`config.mk`:
```
export PLATFORM = sky130hd
export DESIGN_NAME = ffpra_ram
export DESIGN_NICKNAME = d
export VERILOG_FILES = /design/src/sv/ffpra_ram.sv
export SDC_FILE = /design/constraint.sdc
export NUM_CORES = 1
export LEC_CHECK = 0
export BUFFER_PORTS_ARGS = -buffer_cell sky130_fd_sc_hd__buf_2
export CORE_UTILIZATION = 54
export CTS_CLUSTER_DIAMETER = 120
export DETAILED_ROUTE_END_ITERATION = 10
export PLACE_DENSITY = 0.78
export REMOVE_ABC_BUFFERS = 1
export SLEW_MARGIN = 20
export SYNTH_ARGS = -nofsm -noshare
export SYNTH_HDL_FRONTEND = slang
export SYNTH_SLANG_ARGS = --single-unit
```
`constraint.sdc`:
```
create_clock -name i_clk -period 1.5 [get_ports i_clk]
set_input_delay 0 -clock i_clk [delete_from_list [all_inputs] [get_ports i_clk]]
set_output_delay 0 -clock i_clk [all_outputs]
set_load 0.03 [all_outputs]
```
`src/sv/ffpra_ram.sv`:
```
// Generic simple dual-port RAM: one write port, one read port, registered read.
// No dependencies.
module ffpra_ram #(
    parameter int WIDTH = 8,
    parameter int DEPTH = 16
) (
    input  logic                     i_clk,
    input  logic                     i_we,
    input  logic [$clog2(DEPTH)-1:0] i_waddr,
    input  logic [WIDTH-1:0]         i_wdata,
    input  logic [$clog2(DEPTH)-1:0] i_raddr,
    output logic [WIDTH-1:0]         o_rdata
);

    logic [WIDTH-1:0] mem [DEPTH];

    always_ff @(posedge i_clk) begin
        if (i_we) begin
            mem[i_waddr] <= i_wdata;
        end
        o_rdata <= mem[i_raddr];
    end

endmodule

```
## Word-level counts from Yosys, hierarchy flattened

Memories as Yosys holds them, arrays and structs flattened. A register that Yosys moved wholly into a read port is not among the register bits.
Cells that the tools add are included.
W data, S select, Z words.

- Register bits: 0
- Memory bits (writable): 128
- Input port bits: 18
- Logic and storage cells: 3
- Memories kept: 1

- Muxes and demuxes: 2

Memory list:

| memory | depth | bits a word | read ports | clocked after Yosys merged registers in | write ports | RTL line | text |
|---|---|---|---|---|---|---|---|
| mem | 16 | 8 | 1 | 1 | 1 | 15 | `logic [WIDTH-1:0] mem [DEPTH];` |

Operators by type and width:

| cell | number |
|---|---|
| $mux W1 | 2 |

## Depth between registers and ports, before layout

- Depth after elaboration: 2
- Gate-level depth with buffers: 5
- Mapped depth without buffers: 3

## Least setup slack after synthesis

Ideal clock, no wire load.

- Kind: input to register
- From: input port i_waddr[2]
- To: memory mem[0][0] (enable)
- Arrival: 1.110 ns
- Data required time: 1.117 ns
- Path slack: 0.007 ns
- Stages on the path: 2
- Path buffers: 0
- Cells stage by stage: or3b_2 nor3_1

RTL lines:

| element | RTL line | text |
|---|---|---|
| from (decl) | 9 | `input logic [$clog2(DEPTH)-1:0] i_waddr,` |
| to (decl) | 15 |  |

No word-level cell before the write port.

==> impl_metrics.env <==
export IMPL_ys_seq_area_frac=0.7778
export IMPL_synthTopCellsByCount="edfxtp_1 (128), mux4_2 (18), a22oi_1 (16)"
export IMPL_worstPathMaxFanout=1
export IMPL_cts_resized_gates=0
export IMPL_fin_worst_skew_ns=0.007665
export IMPL_ios=26
export IMPL_ys_types=19
export IMPL_synth_warnings=0
export IMPL_synth_xor_area_share=0
export IMPL_syn_to_final_growth_pct=20.76
export IMPL_start_kind="flip-flop"
export IMPL_arrival_ns=1.74
export IMPL_yosysMostFrequentCell="edfxtp_1"
export IMPL_placed_area_um2=5550
export IMPL_finalCritPeriodShare=0.9059
export IMPL_grt_pass1_wl_um=14430
export IMPL_fin_crit_ns=1.359
export IMPL_viasPerCell=5.733
export IMPL_synthAdderAreaFrac=0
export IMPL_synth_top_family_by_area="multiplexers"
export IMPL_synth_avg_cell_area_um2=22.48
export IMPL_ys_ff_latch=136
export IMPL_finalSetupViolCount=0
export IMPL_status="completed"
export IMPL_tns_ns=0
export IMPL_grt_max_degree=33
export IMPL_final_cell_area_um2=6216
export IMPL_clk_path_buf_depth=2
export IMPL_drive_above_1_share=0.3170
export IMPL_start_util=0.5571
export IMPL_grt_overflow_total=0
export IMPL_ys_flop_type="edfxtp_1"
export IMPL_die_area_um2=9927
export IMPL_wl_per_cell_um=21.31
export IMPL_port_buffers=25
export IMPL_grt_pass1_vias=2565
export IMPL_clk_latency_ns=0.52
export IMPL_die_x_um=99.64
export IMPL_wl_um=9272
export IMPL_p_leak_uw=0.002137
export IMPL_power_density_nw_per_um2=1411
export IMPL_hpwl_um=5721
export IMPL_synthSimpleGateAreaFrac=0.03184
export IMPL_synth_area_um2=5147
export IMPL_multi_input_area_um2=1057
export IMPL_first_iter_violations=122
export IMPL_drc_errors=0
export IMPL_firstDrtPassIters=6
export IMPL_rsz0062_at_grt="no"
export IMPL_synth_top_area_share=0.7467
export IMPL_cts_made_buffers=17
export IMPL_fillers=579
export IMPL_min_path_type="primary input to flip-flop"
export IMPL_synthTopCellsByArea="edfxtp_1 (75%), mux4_2 (7.9%), mux4_1 (7.1%)"
export IMPL_max_slew_worst_pin_slew_ns=0.4101
export IMPL_hold_violations=0
export IMPL_final_nets=311
export IMPL_core_um2=9240
export IMPL_cap_violations=0
export IMPL_slew_headroom=0.7266
export IMPL_clock_sinks=136
export IMPL_cts_root_buf="clkbuf_8"
export IMPL_cts_htree_levels=4
export IMPL_num_antenna_cells=0
export IMPL_grtUsageTotal=0.2124
export IMPL_syn_inst=229
export IMPL_synth_edff_count=128
export IMPL_fmax_mhz=735.9
export IMPL_synth_top_area_cell="edfxtp_1"
export IMPL_antenna_found_initial=0
export IMPL_final_util=0.6727
export IMPL_cp_end_kind="flip-flop"
export IMPL_path_class="flip-flop to flip-flop"
export IMPL_seq_area_um2=4004
export IMPL_globalplace_congestion=0.7113
export IMPL_cp_data_required_time_ns=1.88
export IMPL_antenna_left=0
export IMPL_max_vdd_ir_drop_uv=910.8
export IMPL_drv_slew=0
export IMPL_dieHeight_um=99.64
export IMPL_rows=35
export IMPL_muxShareOfSynthArea=0.1502
export IMPL_async_reset_ff_frac=0
export IMPL_cts_tree="built"
export IMPL_synth_compound_area_share=0.02333
export IMPL_vias=2494
export IMPL_cts_clk_slew_worst_paths_ns=0.06
==> flip-flops by register name, summed over array words and instances (netlist names) <==
| name | flops |
|---|---|
| mem | 128 |
| o_rdata | 8 |
==> power by group <==
part	internal, uW	switching, uW
sequential	4250	27.7
combinational	194	262
clock	2560	1470
==> logic make-up (layout without fill, tap and decap cells) <==
family,after synthesis,in the layout
buffers and inverters,10,87
AO/OA/AOI/OAI,16,16
AND/OR/NAND/NOR,35,35
flip-flops,136,136
multiplexers,32,32
==> cells in the final DEF, fill, tap and decap left out <==
cell type and instances:
nand2b_1 2, clkbuf_8 2, nor3_1 4, clkbuf_1 1
nor2b_1 1, mux4_1 14, dfxtp_1 8, and2_1 1
buf_12 3, buf_4 19, clkbuf_16 16, mux4_2 18
edfxtp_1 128, nand2_1 9, nor2_1 13, and2b_1 1
clkinv_2 5, buf_2 25, clkinvlp_4 4, or3b_2 1
dlygate4sd3_1 8, a22oi_1 16, nand3_1 1, inv_6 1
nand3b_1 2, bufinv_16 3
==> what timing repair did <==
item / CTS / global route
endpoints found under the hold margin: 128 / 0
hold buffers: 8 / 0
buffers inserted: 0 / 0
==> routing by layer <==
| metal | vias to the layer above | global-route usage | routed length, um |
|---|---|---|---|
| met5 | - | 0 | 0 |
| met4 | 0 | 0.06448 | 102 |
| met3 | 11 | 0.07098 | 400 |
| met2 | 71 | 0.3178 | 4452 |
| met1 | 1312 | 0.3016 | 4316 |
| li1 | 1100 | - | - |
==> worst paths after layout <==
path | from | to | slack (ns) | cells after the start
worst max-delay path | mem[2][1] | o_rdata[1] | 0.14 | 3
worst min-delay path | i_waddr[0] | mem[8][2] | 0.05 | 3
worst max register to register | mem[2][1] | o_rdata[1] | 0.14 | 3
worst min register to register | mem[5][4] | o_rdata[4] | 0.68 | 3
==> critical path, stage by stage (launching register included) <==
cell and delay [ns]:
edfxtp_1 0.38, mux4_1 0.52, a22oi_1 0.22, nand2_1 0.11
==> through the flow <==
stage | total power [uW] | hold slack, ns | cells | setup slack [ns]
floorplan | 4567 | 0.09887 | 219 | 0.007126
global placement | 4782 | 0.3807 | 395 | 0.1001
detailed placement | 4798 | 0.3987 | 395 | 0.1067
CTS | 8836 | 0.01778 | 435 | 0.1435
global route | 9057 | 0.04123 | 435 | 0.07281
finish | 8768 | 0.04813 | 435 | 0.1411
==> cell type report <==
type,count,area share
clock buffer,19,0.06944
clock inverter,13,0.02476
multi-input combinational,83,0.1701
sequential,136,0.6441
tap,129,0.02597
timing repair buffer,55,0.06562
No activity file was read; power rests on OpenSTA's default activity.
